### config.mk
export PLATFORM = sky130hd
export DESIGN_NAME = wildcard_byte_pattern_scanner_top
export DESIGN_NICKNAME = d
export VERILOG_FILES = /design/src/wbps_pkg.sv /design/src/wildcard_byte_pattern_scanner_top.sv /design/src/wbps_front.sv /design/src/wbps_fifo.sv /design/src/wbps_back.sv
export VERILOG_INCLUDE_DIRS = /design/src /design/src/src
export SDC_FILE = /design/constraint.sdc
export NUM_CORES = 2
export LEC_CHECK = 0
export BUFFER_PORTS_ARGS = -buffer_cell sky130_fd_sc_hd__buf_2
export CAP_MARGIN = 20
export CORE_MARGIN = 2
export CORE_UTILIZATION = 53
export DETAILED_ROUTE_END_ITERATION = 10
export GPL_ROUTABILITY_DRIVEN = 0
export PLACE_DENSITY = 0.79
export REMOVE_ABC_BUFFERS = 1
export SLEW_MARGIN = 20
export SYNTH_ARGS = -nofsm -noshare
export SYNTH_HDL_FRONTEND = slang
export SYNTH_SLANG_ARGS = --single-unit
### constraint.sdc
create_clock -name clk -period 12.12 [get_ports clk]
set_input_delay 1.818 -clock clk [delete_from_list [all_inputs] [get_ports clk]]
set_output_delay 1.818 -clock clk [all_outputs]
set_load 0.02 [all_outputs]
### src/wildcard_byte_pattern_scanner_top_macros.svh
// Assertion macros shared by the wildcard byte pattern scanner modules.
// Each macro expects signals named clk and rst in the module that uses it.
`ifndef WILDCARD_BYTE_PATTERN_SCANNER_TOP_MACROS_SVH
`define WILDCARD_BYTE_PATTERN_SCANNER_TOP_MACROS_SVH

// Consequent must hold in the same cycle as the antecedent.
`define WBPS_ASSERT_HOLDS(lbl, ante, cons, msg) \
  lbl: assert property (@(posedge clk) disable iff (rst) (ante) |-> (cons)) \
    else $error(msg);

// Consequent must hold in the cycle after the antecedent.
`define WBPS_ASSERT_NEXT(lbl, ante, cons, msg) \
  lbl: assert property (@(posedge clk) disable iff (rst) (ante) |=> (cons)) \
    else $error(msg);

`endif

### src/wbps_pkg.sv
// Package of the wildcard byte pattern scanner: sizes, register codes and types.
// Used by every module of the block; depends on nothing.
`timescale 1ns / 1ps

package wbps_pkg;

  localparam int MAX_PATTERN_BYTES = 16;
  localparam int OFFSET_BITS       = 32;
  localparam int PAT_BYTES         = 16;
  localparam int EFF_MAX           = (PAT_BYTES < MAX_PATTERN_BYTES) ?
                                     PAT_BYTES : MAX_PATTERN_BYTES;
  localparam int IDX_W             = (PAT_BYTES > 1) ? $clog2(PAT_BYTES) : 1;
  localparam int LEN_W             = $clog2(EFF_MAX + 1);
  localparam int RAW_LEN_W         = 5;
  localparam int ADDR_W            = 64;
  localparam int COUNT_W           = 16;
  localparam int CFG_IDX_W         = 3;
  localparam int CFG_DATA_W        = 64;
  localparam int QUEUE_DEPTH       = 4;
  localparam int QPTR_W            = $clog2(QUEUE_DEPTH);

  localparam logic [OFFSET_BITS-1:0] OFFSET_MAX = {OFFSET_BITS{1'b1}};
  localparam logic [COUNT_W-1:0]     COUNT_MAX  = {COUNT_W{1'b1}};

  typedef enum logic [CFG_IDX_W-1:0] {
    REG_PATTERN_LOWER = 3'd0,
    REG_PATTERN_UPPER = 3'd1,
    REG_CARE_MASK     = 3'd2,
    REG_PATTERN_LEN   = 3'd3,
    REG_RESULT_LIMIT  = 3'd4,
    REG_REGION_BASE   = 3'd5
  } cfg_reg_t;

  typedef struct packed {
    logic [PAT_BYTES-1:0][7:0] pattern;
    logic [PAT_BYTES-1:0]      care;
    logic [LEN_W-1:0]          len;
    logic [COUNT_W-1:0]        limit;
    logic [ADDR_W-1:0]         base;
  } cfg_t;

  typedef struct packed {
    logic                   cand;
    logic                   last;
    logic [OFFSET_BITS-1:0] offset;
  } scan_item_t;

endpackage

### src/wildcard_byte_pattern_scanner_top.sv
// Top level of the wildcard byte pattern scanner: configuration registers,
// front part, queue and back part. Depends on wbps_pkg and the three submodules.
//
//   channel  dir  handshake            payload
//   cfg      in   cfg_valid/ready      cfg_index, cfg_data
//   s_axis   in   s_axis_tvalid/tready tdata = data_byte, tlast = last_byte
//   m_axis   out  m_axis_tvalid/tready tdata, tuser = match_valid, tlast = end_of_scan
//
// One input word is taken every cycle while the four-entry queue has room.
// A result word passes through the queue and then the back part's output register.
// The back part retires one queued word per cycle while its output register is free.
// Reset clears the window, counters, queue and registers; result_limit resets to 1.
`timescale 1ns / 1ps

module wildcard_byte_pattern_scanner_top (
  input  logic                              clk,
  input  logic                              rst,
  input  logic                              cfg_valid,
  output logic                              cfg_ready,
  input  logic [wbps_pkg::CFG_IDX_W-1:0]    cfg_index,
  input  logic [wbps_pkg::CFG_DATA_W-1:0]   cfg_data,
  input  logic                              s_axis_tvalid,
  output logic                              s_axis_tready,
  input  logic [7:0]                        s_axis_tdata,   // data_byte
  input  logic                              s_axis_tlast,
  output logic                              m_axis_tvalid,
  input  logic                              m_axis_tready,
  output logic [wbps_pkg::ADDR_W+wbps_pkg::COUNT_W-1:0] m_axis_tdata, // match_address, matches_found
  output logic                              m_axis_tuser,   // match_valid
  output logic                              m_axis_tlast
);
  import wbps_pkg::*;

  logic [ADDR_W-1:0]    pat_lower;
  logic [ADDR_W-1:0]    pat_upper;
  logic [PAT_BYTES-1:0] care_mask;
  logic [RAW_LEN_W-1:0] pattern_length;
  logic [COUNT_W-1:0]   result_limit;
  logic [ADDR_W-1:0]    region_base;
  cfg_t                 cfg;

  logic                 push;
  scan_item_t           push_item;
  logic                 queue_full;
  logic                 pop;
  scan_item_t           pop_item;
  logic                 queue_valid;
  logic [ADDR_W-1:0]    out_address;
  logic [COUNT_W-1:0]   out_found;

  assign cfg_ready = 1'b1;

  always_ff @(posedge clk) begin
    if (rst) begin
      pat_lower      <= '0;
      pat_upper      <= '0;
      care_mask      <= '0;
      pattern_length <= '0;
      result_limit   <= COUNT_W'(1);
      region_base    <= '0;
    end else if (cfg_valid && cfg_ready) begin
      case (cfg_reg_t'(cfg_index))
        REG_PATTERN_LOWER: pat_lower      <= cfg_data;
        REG_PATTERN_UPPER: pat_upper      <= cfg_data;
        REG_CARE_MASK:     care_mask      <= cfg_data[PAT_BYTES-1:0];
        REG_PATTERN_LEN:   pattern_length <= cfg_data[RAW_LEN_W-1:0];
        REG_RESULT_LIMIT:  result_limit   <= cfg_data[COUNT_W-1:0];
        REG_REGION_BASE:   region_base    <= cfg_data;
        default: ;
      endcase
    end
  end

  always_comb begin
    cfg.pattern = {pat_upper, pat_lower};
    cfg.care    = care_mask;
    cfg.len     = (pattern_length > RAW_LEN_W'(EFF_MAX)) ? LEN_W'(EFF_MAX) :
                  LEN_W'(pattern_length);
    cfg.limit   = result_limit;
    cfg.base    = region_base;
  end

  wbps_front u_front (
    .clk        (clk),
    .rst        (rst),
    .cfg        (cfg),
    .in_valid   (s_axis_tvalid),
    .in_ready   (s_axis_tready),
    .in_byte    (s_axis_tdata),
    .in_last    (s_axis_tlast),
    .push       (push),
    .push_item  (push_item),
    .queue_full (queue_full)
  );

  wbps_fifo u_fifo (
    .clk       (clk),
    .rst       (rst),
    .push      (push),
    .push_item (push_item),
    .full      (queue_full),
    .pop       (pop),
    .pop_item  (pop_item),
    .not_empty (queue_valid)
  );

  wbps_back u_back (
    .clk         (clk),
    .rst         (rst),
    .cfg         (cfg),
    .item_valid  (queue_valid),
    .item        (pop_item),
    .pop         (pop),
    .out_valid   (m_axis_tvalid),
    .out_ready   (m_axis_tready),
    .out_address (out_address),
    .out_found   (out_found),
    .out_match   (m_axis_tuser),
    .out_end     (m_axis_tlast)
  );

  assign m_axis_tdata = {out_found, out_address};

endmodule

### src/wbps_front.sv
// Front part: takes input bytes, keeps the byte window and byte count, and
// classifies each byte as a match candidate. Depends on wbps_pkg.
`timescale 1ns / 1ps
`include "wildcard_byte_pattern_scanner_top_macros.svh"

module wbps_front (
  input  logic                clk,
  input  logic                rst,
  input  wbps_pkg::cfg_t      cfg,
  input  logic                in_valid,
  output logic                in_ready,
  input  logic [7:0]          in_byte,
  input  logic                in_last,
  output logic                push,
  output wbps_pkg::scan_item_t push_item,
  input  logic                queue_full
);
  import wbps_pkg::*;

  logic [7:0]             window [MAX_PATTERN_BYTES];
  logic [7:0]             shifted [MAX_PATTERN_BYTES];
  logic [OFFSET_BITS-1:0] bytes_seen;
  logic [OFFSET_BITS-1:0] bytes_seen_next;
  logic                   addressable;
  logic                   window_hit;
  logic                   fits;
  logic                   accept;
  logic                   win_any;

  assign in_ready = !queue_full;
  assign accept   = in_valid && in_ready;

  always_comb begin
    shifted[0] = in_byte;
    for (int i = 1; i < MAX_PATTERN_BYTES; i++) begin
      shifted[i] = window[i-1];
    end
  end

  assign addressable     = (bytes_seen != OFFSET_MAX);
  assign bytes_seen_next = addressable ? bytes_seen + 1'b1 : bytes_seen;
  assign fits            = (bytes_seen_next >= OFFSET_BITS'(cfg.len));

  // Window slot j holds pattern byte len-1-j, the newest byte ends the pattern.
  always_comb begin
    logic [LEN_W-1:0] k;
    window_hit = 1'b1;
    for (int j = 0; j < EFF_MAX; j++) begin
      k = cfg.len - LEN_W'(1) - LEN_W'(j);
      if (LEN_W'(j) < cfg.len) begin
        if (cfg.care[k[IDX_W-1:0]] && (shifted[j] != cfg.pattern[k[IDX_W-1:0]])) begin
          window_hit = 1'b0;
        end
      end
    end
  end

  always_comb begin
    push_item.last = in_last;
    if (cfg.len == '0) begin
      push_item.cand   = addressable && (bytes_seen == '0);
      push_item.offset = '0;
    end else begin
      push_item.cand   = addressable && fits && window_hit;
      push_item.offset = bytes_seen_next - OFFSET_BITS'(cfg.len);
    end
  end

  assign push = accept;

  always_ff @(posedge clk) begin
    if (rst) begin
      bytes_seen <= '0;
      for (int i = 0; i < MAX_PATTERN_BYTES; i++) window[i] <= '0;
    end else if (accept) begin
      bytes_seen <= in_last ? '0 : bytes_seen_next;
      for (int i = 0; i < MAX_PATTERN_BYTES; i++) begin
        window[i] <= in_last ? 8'd0 : shifted[i];
      end
    end
  end

  always_comb begin
    win_any = 1'b0;
    for (int i = 0; i < MAX_PATTERN_BYTES; i++) win_any = win_any | (|window[i]);
  end

  `WBPS_ASSERT_HOLDS(a_empty_window, bytes_seen == '0, !win_any, "window not clear at scan start")

endmodule

### src/wbps_fifo.sv
// Short queue of classified words between the front and back parts.
// Depends on wbps_pkg for the entry type and depth.
`timescale 1ns / 1ps

module wbps_fifo (
  input  logic                 clk,
  input  logic                 rst,
  input  logic                 push,
  input  wbps_pkg::scan_item_t push_item,
  output logic                 full,
  input  logic                 pop,
  output wbps_pkg::scan_item_t pop_item,
  output logic                 not_empty
);
  import wbps_pkg::*;

  scan_item_t          mem [QUEUE_DEPTH];
  logic [QPTR_W-1:0]   wptr;
  logic [QPTR_W-1:0]   rptr;
  logic [QPTR_W:0]     count;

  assign full      = (count == (QPTR_W+1)'(QUEUE_DEPTH));
  assign not_empty = (count != '0);
  assign pop_item  = mem[rptr];

  always_ff @(posedge clk) begin
    if (push) mem[wptr] <= push_item;
  end

  always_ff @(posedge clk) begin
    if (rst) begin
      wptr  <= '0;
      rptr  <= '0;
      count <= '0;
    end else begin
      if (push) wptr <= wptr + 1'b1;
      if (pop)  rptr <= rptr + 1'b1;
      case ({push, pop})
        2'b10:   count <= count + 1'b1;
        2'b01:   count <= count - 1'b1;
        default: count <= count;
      endcase
    end
  end

endmodule

### src/wbps_back.sv
// Back part: applies the result limit, forms match addresses and holds the
// result word in an output register. Depends on wbps_pkg.
`timescale 1ns / 1ps
`include "wildcard_byte_pattern_scanner_top_macros.svh"

module wbps_back (
  input  logic                 clk,
  input  logic                 rst,
  input  wbps_pkg::cfg_t       cfg,
  input  logic                 item_valid,
  input  wbps_pkg::scan_item_t item,
  output logic                 pop,
  output logic                 out_valid,
  input  logic                 out_ready,
  output logic [wbps_pkg::ADDR_W-1:0]  out_address,
  output logic [wbps_pkg::COUNT_W-1:0] out_found,
  output logic                 out_match,
  output logic                 out_end
);
  import wbps_pkg::*;

  logic [COUNT_W-1:0] match_total;
  logic [COUNT_W-1:0] match_total_next;
  logic               scan_stopped;
  logic               hit;
  logic               emit;

  assign pop  = item_valid && (!out_valid || out_ready);
  assign hit  = item.cand && !scan_stopped;
  assign emit = hit || item.last;
  assign match_total_next = (hit && (match_total != COUNT_MAX)) ?
                            match_total + 1'b1 : match_total;

  always_ff @(posedge clk) begin
    if (rst) begin
      match_total  <= '0;
      scan_stopped <= 1'b0;
      out_valid    <= 1'b0;
    end else begin
      if (pop) begin
        if (item.last) begin
          match_total  <= '0;
          scan_stopped <= 1'b0;
        end else begin
          match_total <= match_total_next;
          if (hit && (match_total_next >= cfg.limit)) scan_stopped <= 1'b1;
        end
      end
      if (pop && emit) begin
        out_valid <= 1'b1;
      end else if (out_ready) begin
        out_valid <= 1'b0;
      end
    end
  end

  always_ff @(posedge clk) begin
    if (pop && emit) begin
      out_address <= hit ? cfg.base + ADDR_W'(item.offset) : '0;
      out_match   <= hit;
      out_end     <= item.last;
      out_found   <= match_total_next;
    end
  end

  `WBPS_ASSERT_HOLDS(a_stop_count, scan_stopped, match_total != '0, "stopped with no matches")
  `WBPS_ASSERT_HOLDS(a_match_found, out_valid && out_match, out_found != '0, "match with zero count")
  `WBPS_ASSERT_NEXT(a_scan_clear, pop && item.last, (match_total == '0) && !scan_stopped, "scan state kept after last word")

endmodule

### Word-level counts from Yosys, hierarchy flattened

Memory sizes are Yosys's and may differ from the RTL's. A register that Yosys moved wholly into a read port is not among the register bits.
Cells that the tools add are included.

* RAM bits: 264
* memories: 2
* register bits: 368

Memory list
* u_fifo.mem: words 4, width 34, read ports 1, clocked after memory_dff 1, wr ports 1, RTL line wbps_fifo.sv:17 `scan_item_t mem [QUEUE_DEPTH];`
* u_front.window: words 16, width 8, read ports 15, clocked after memory_dff 0, wr ports 16, RTL line wbps_front.sv:20 `logic [7:0] window [MAX_PATTERN_BYTES];`

* mux-type cells: 148
* $lt $le $gt $ge: 35
* reductions and logical operators: 44
* add/sub/neg operators: 24
* equality and inequality tests: 26
* bitwise gates (word level): 16

Operator list (number)
* $bmux 8 s4: 16
* $mux 8: 48
* $ne 8x8->1: 16
* $mux 32: 3
* $lt 4x5->1 const B: 16
* $add 64x32->64: 1
* $bmux 1 s4: 16
* $mux 1: 59
* $lt 4x5->1 const A: 8
* $add 32x1->32 const B: 1
* $ge 32x5->1: 1
* $logic_not 32->1: 1
* $mux 16: 2
* $ne 32x32->1 const B: 1
* $sub 32x5->32: 1
* $sub 4x4->4 const B: 8
* $logic_and 1x1->1: 25
* $lt 3x5->1 const A: 4
* $add 16x1->16 const B: 1
* $ge 16x16->1: 1
* $ne 16x16->1 const B: 1
* $or 1x1->1: 16
* $sub 4x3->4 const B: 4
* $reduce_and 2->1: 7
* other kinds (22): 36

### Longest topological paths before layout

* depth in word-level cells: 41
* depth in mapped cells: 23

### By module

From an unflattened synthesis, not the netlist that was laid out.

* cell total of the unflattened synthesis: 3502
* area total of the unflattened synthesis: 37972.7 um^2

By module, submodules not included
* wbps_front: cells each 1722, area an instance 16682.2 um^2, times used 1
* wildcard_byte_pattern_scanner_top: cells each 826, area an instance 9118.7 um^2, times used 1
* wbps_back: cells each 733, area an instance 6790.3 um^2, times used 1
* wbps_fifo: cells each 221, area an instance 5381.4 um^2, times used 1

### Worst setup path before layout

No wires, ideal clock.

* path type: input port to flip-flop
* from: input port s_axis_tvalid
* to: memory u_front.window[0][0] (enable)
* stages: 3
* path slack: 6347 ps
* arrival: 4579 ps
* path through: and2_1 -> nor2_1 -> clkinv_1

RTL lines
* from (decl): RTL line wildcard_byte_pattern_scanner_top.sv:22 `input logic s_axis_tvalid,`
* to (decl): RTL line wbps_front.sv:20

==> results_dict.tcl <==
set metrics [dict create \
    grt_max_degree 167 \
    crit_arrival_ns 6.38 \
    post-route-util_pct 59.3 \
    ys_ff_latch 626 \
    status "complete, no violations" \
    fp.dieArea_um2 69100 \
    slew_headroom_pct 25.9 \
    final-hold-violation-count 0 \
    synthArstFlopShare_pct 0 \
    reg2reg_depth 16 \
    crit_type "flop to flop" \
    hold_class "flop to flop" \
    synth_cells 3380 \
    place_ws_ns 6.60 \
    startpoint_type "flop" \
    grt_pass1_wl_um 159000 \
    cp.required_ns 12.58 \
    synth.cell_area_um2 35500 \
    yosysSeqAreaShare_pct 44.8 \
    synth_most_common_cell "nand2_1" \
    drtIter0Drc 4052 \
    rsz0062_at_grt "false" \
    ctsHtreeMaxLevel 3 \
    yosys-top-cells-count "nand2_1, edfxtp_1, mux2i_1" \
    io_pins 166 \
    finalWorstSetupSlack_ns 6.20 \
    via_per_inst 6.41 \
    clock-sinks 626 \
    drcViolationCount 0 \
    slowest_stage "xnor2_4" \
    std_cell_rows 94 \
    clock_skew_ns 0.0257 \
    hpwl_um 75500 \
    tightest_slew_ns 1.11 \
    drive_above_1_share_pct 15.0 \
    chipHeight_um 263 \
    final_antenna_net_count 0 \
    vias 28000 \
    cts_tree "yes" \
    antenna_found_initial 5 \
    clockBufferDepth 3 \
    fin_crit_ns 5.92 \
    drv_slew 0 \
    hold_buffers 0 \
    area_delta_synth_final_pct 10.2 \
    crit_path_max_incr_delay_ns 0.72 \
    synthTopCellsByArea "edfxtp_1, dfxtp_1, mux4_2" \
    grt_use_total_pct 30.2 \
    fill_cells 5254 \
    synth_largest_area_cell "edfxtp_1" \
    p_leak_nw 14.9 \
    hold_path_depth 2 \
    fin_setup_tns_ns 0 \
    num-nets-final 3600 \
    grt_pass1_vias 26200 \
    ys_types 87 \
    setup_violations 0 \
    period_share_pct 48.8 \
    clk_pin_slew_ns 0.06 \
    cts_root_buffer "clkbuf_16" \
    cts_buffers 66 \
    synth_ff_type "edfxtp_1" \
    initial_core_util_pct 53.8 \
    routed_wl_um 106000 \
    cp_max_fo 49 \
    fp.dieW_um 263 \
    first_pass_iters 9 \
    hold_slack_ns 0.456 \
    max_freq_ghz 0.169 \
    postSynthAreaPerCell_um2 10.5 \
    grt_overflow_total 0 \
    core_um2 66000 \
    insertion_delay_ns 0.62 \
    crit_path_cell_trace "buf_4 -> nor2b_4 -> inv_4 -> ha_2 -> buf_4 -> ha_1 -> nand2_1 -> xnor2_4 -> mux2i_1 -> xor2_1 -> nor4_1 -> a221oi_1 -> nor4_1 -> nand4_1 -> nor3_1 -> a41o_1" \
    synth_top_cell_area_share_pct 28.6 \
    cp_num_buf_inv 3 \
    ys_warn_count 0 \
    post_cts_buffers 0 \
    ir_drop_v 0.000141 \
    max-cap-violations 0 \
    port_buffers 164 \
    ctsResizeCount 0 \
    drt-wirelength-per-cell_um 24.4 \
    cp.depth 16 \
    end_kind "flop" \
    power_density_nw_per_um2 165 \
    synth_edf_count 338 \
    critPathTopFamily "simple AND/OR/NAND/NOR gates" \
]
## sequential cells by signal, summed over array words and instances, names as in the netlist, 5 cells and up, named ones only
signal              count
care_mask              16
pat_lower              64
pat_upper              64
pattern_length          5
region_base            64
result_limit           16
u_back.match_total     16
u_back.out_address     64
u_back.out_found       16
u_fifo.mem            136
u_front.bytes_seen     32
u_front.window        120
## through the flow
step / total power (W) / std cells / instance area [um^2]
2_1_floorplan: 0.00378 / 3169 / 34600
3_3_place_gp: 0.00433 / 4238 / 36900
3_5_place_dp: 0.00436 / 4238 / 36900
4_1_cts: 0.00645 / 4359 / 39100
5_1_grt: 0.00668 / 4363 / 39100
6_report: 0.00646 / 4364 / 39100
## cell usage in the layout, fill, tap and decap left out, drive strengths merged, types with 20 or more instances in the layout
master / Yosys / final
and2: 58 / 58
a21oi: 313 / 313
clkbuf: 135 / 101
inv: 65 / 69
buf: 76 / 204
ha: 74 / 74
o21ai: 90 / 90
nor2: 170 / 170
nor3: 42 / 42
mux4: 156 / 156
dfxtp: 288 / 288
and3: 109 / 109
nand3: 46 / 46
nor4: 32 / 32
mux2i: 321 / 321
xor2: 150 / 150
nor2b: 27 / 27
a21o: 20 / 20
a31oi: 20 / 20
nand4: 32 / 32
xnor2: 107 / 107
edfxtp: 338 / 338
nand2: 562 / 562
## worst min-delay path, cell delays in order, from the launching register on
cell and delay, ns:
dfxtp_1 0.31, nand2_1 0.05, a21oi_1 0.05
## area by class of cell
type	instances	area [um^2]	share of cell area, %
inverter	67	259	0.662
timing repair buffer	205	1150	2.94
antenna	5	12.5	0.0320
sequential	626	15900	40.7
tap	864	1080	2.76
multi-input combinational	2476	18400	47.2
clock inverter	21	275	0.704
clock buffer	100	1980	5.07
## where the power goes
| part | internal, W | switching [W] | total, W |
|---|---|---|---|
| combinational | 0.000517 | 0.00108 | 0.00160 |
| clock | 0.00122 | 0.000883 | 0.00210 |
| sequential | 0.00261 | 0.000149 | 0.00276 |
| total | 0.00434 | 0.00212 | 0.00646 |
## routing by layer
| layer | GRT usage [%] | part of all wire [%] | wire, um | vias to the layer above |
|---|---|---|---|---|
| met5 | 0 | 0.012 | 13 | - |
| met1 | 39.7 | 37 | 39800 | 13600 |
| li1 | - | - | - | 12300 |
| met2 | 46.7 | 45 | 48000 | 1633 |
| met4 | 17.7 | 6.8 | 7200 | 2 |
| met3 | 5.99 | 11 | 11300 | 402 |
## worst paths after layout
kind / startpoint / end / slack, ns
worst max register to register: pattern_length[4]$_SDFFE_PP0P_ / u_fifo.mem[2][33]$_DFFE_PP_ / 6.20
worst min register to register: result_limit[10]$_SDFFE_PP0P_ / result_limit[10]$_SDFFE_PP0P_ / 0.46
worst max-delay path: pattern_length[4]$_SDFFE_PP0P_ / u_fifo.mem[2][33]$_DFFE_PP_ / 6.20
worst min-delay path: result_limit[10]$_SDFFE_PP0P_ / result_limit[10]$_SDFFE_PP0P_ / 0.46
## cells by family (layout without fill, tap and decap cells)
group / Yosys count / after routing / synth area share [%]
simple gates: 1134 / 1134 / 14.9
buf+inv: 278 / 393 / 3.37
xor+xnor: 257 / 257 / 6.57
other cells: 1 / 6 / 0.0106
fa+ha+maj: 77 / 77 / 2.78
compound gates: 523 / 523 / 8.37
flops: 626 / 626 / 44.8
mux: 484 / 484 / 19.2
No activity file was read; power rests on OpenSTA's default activity.
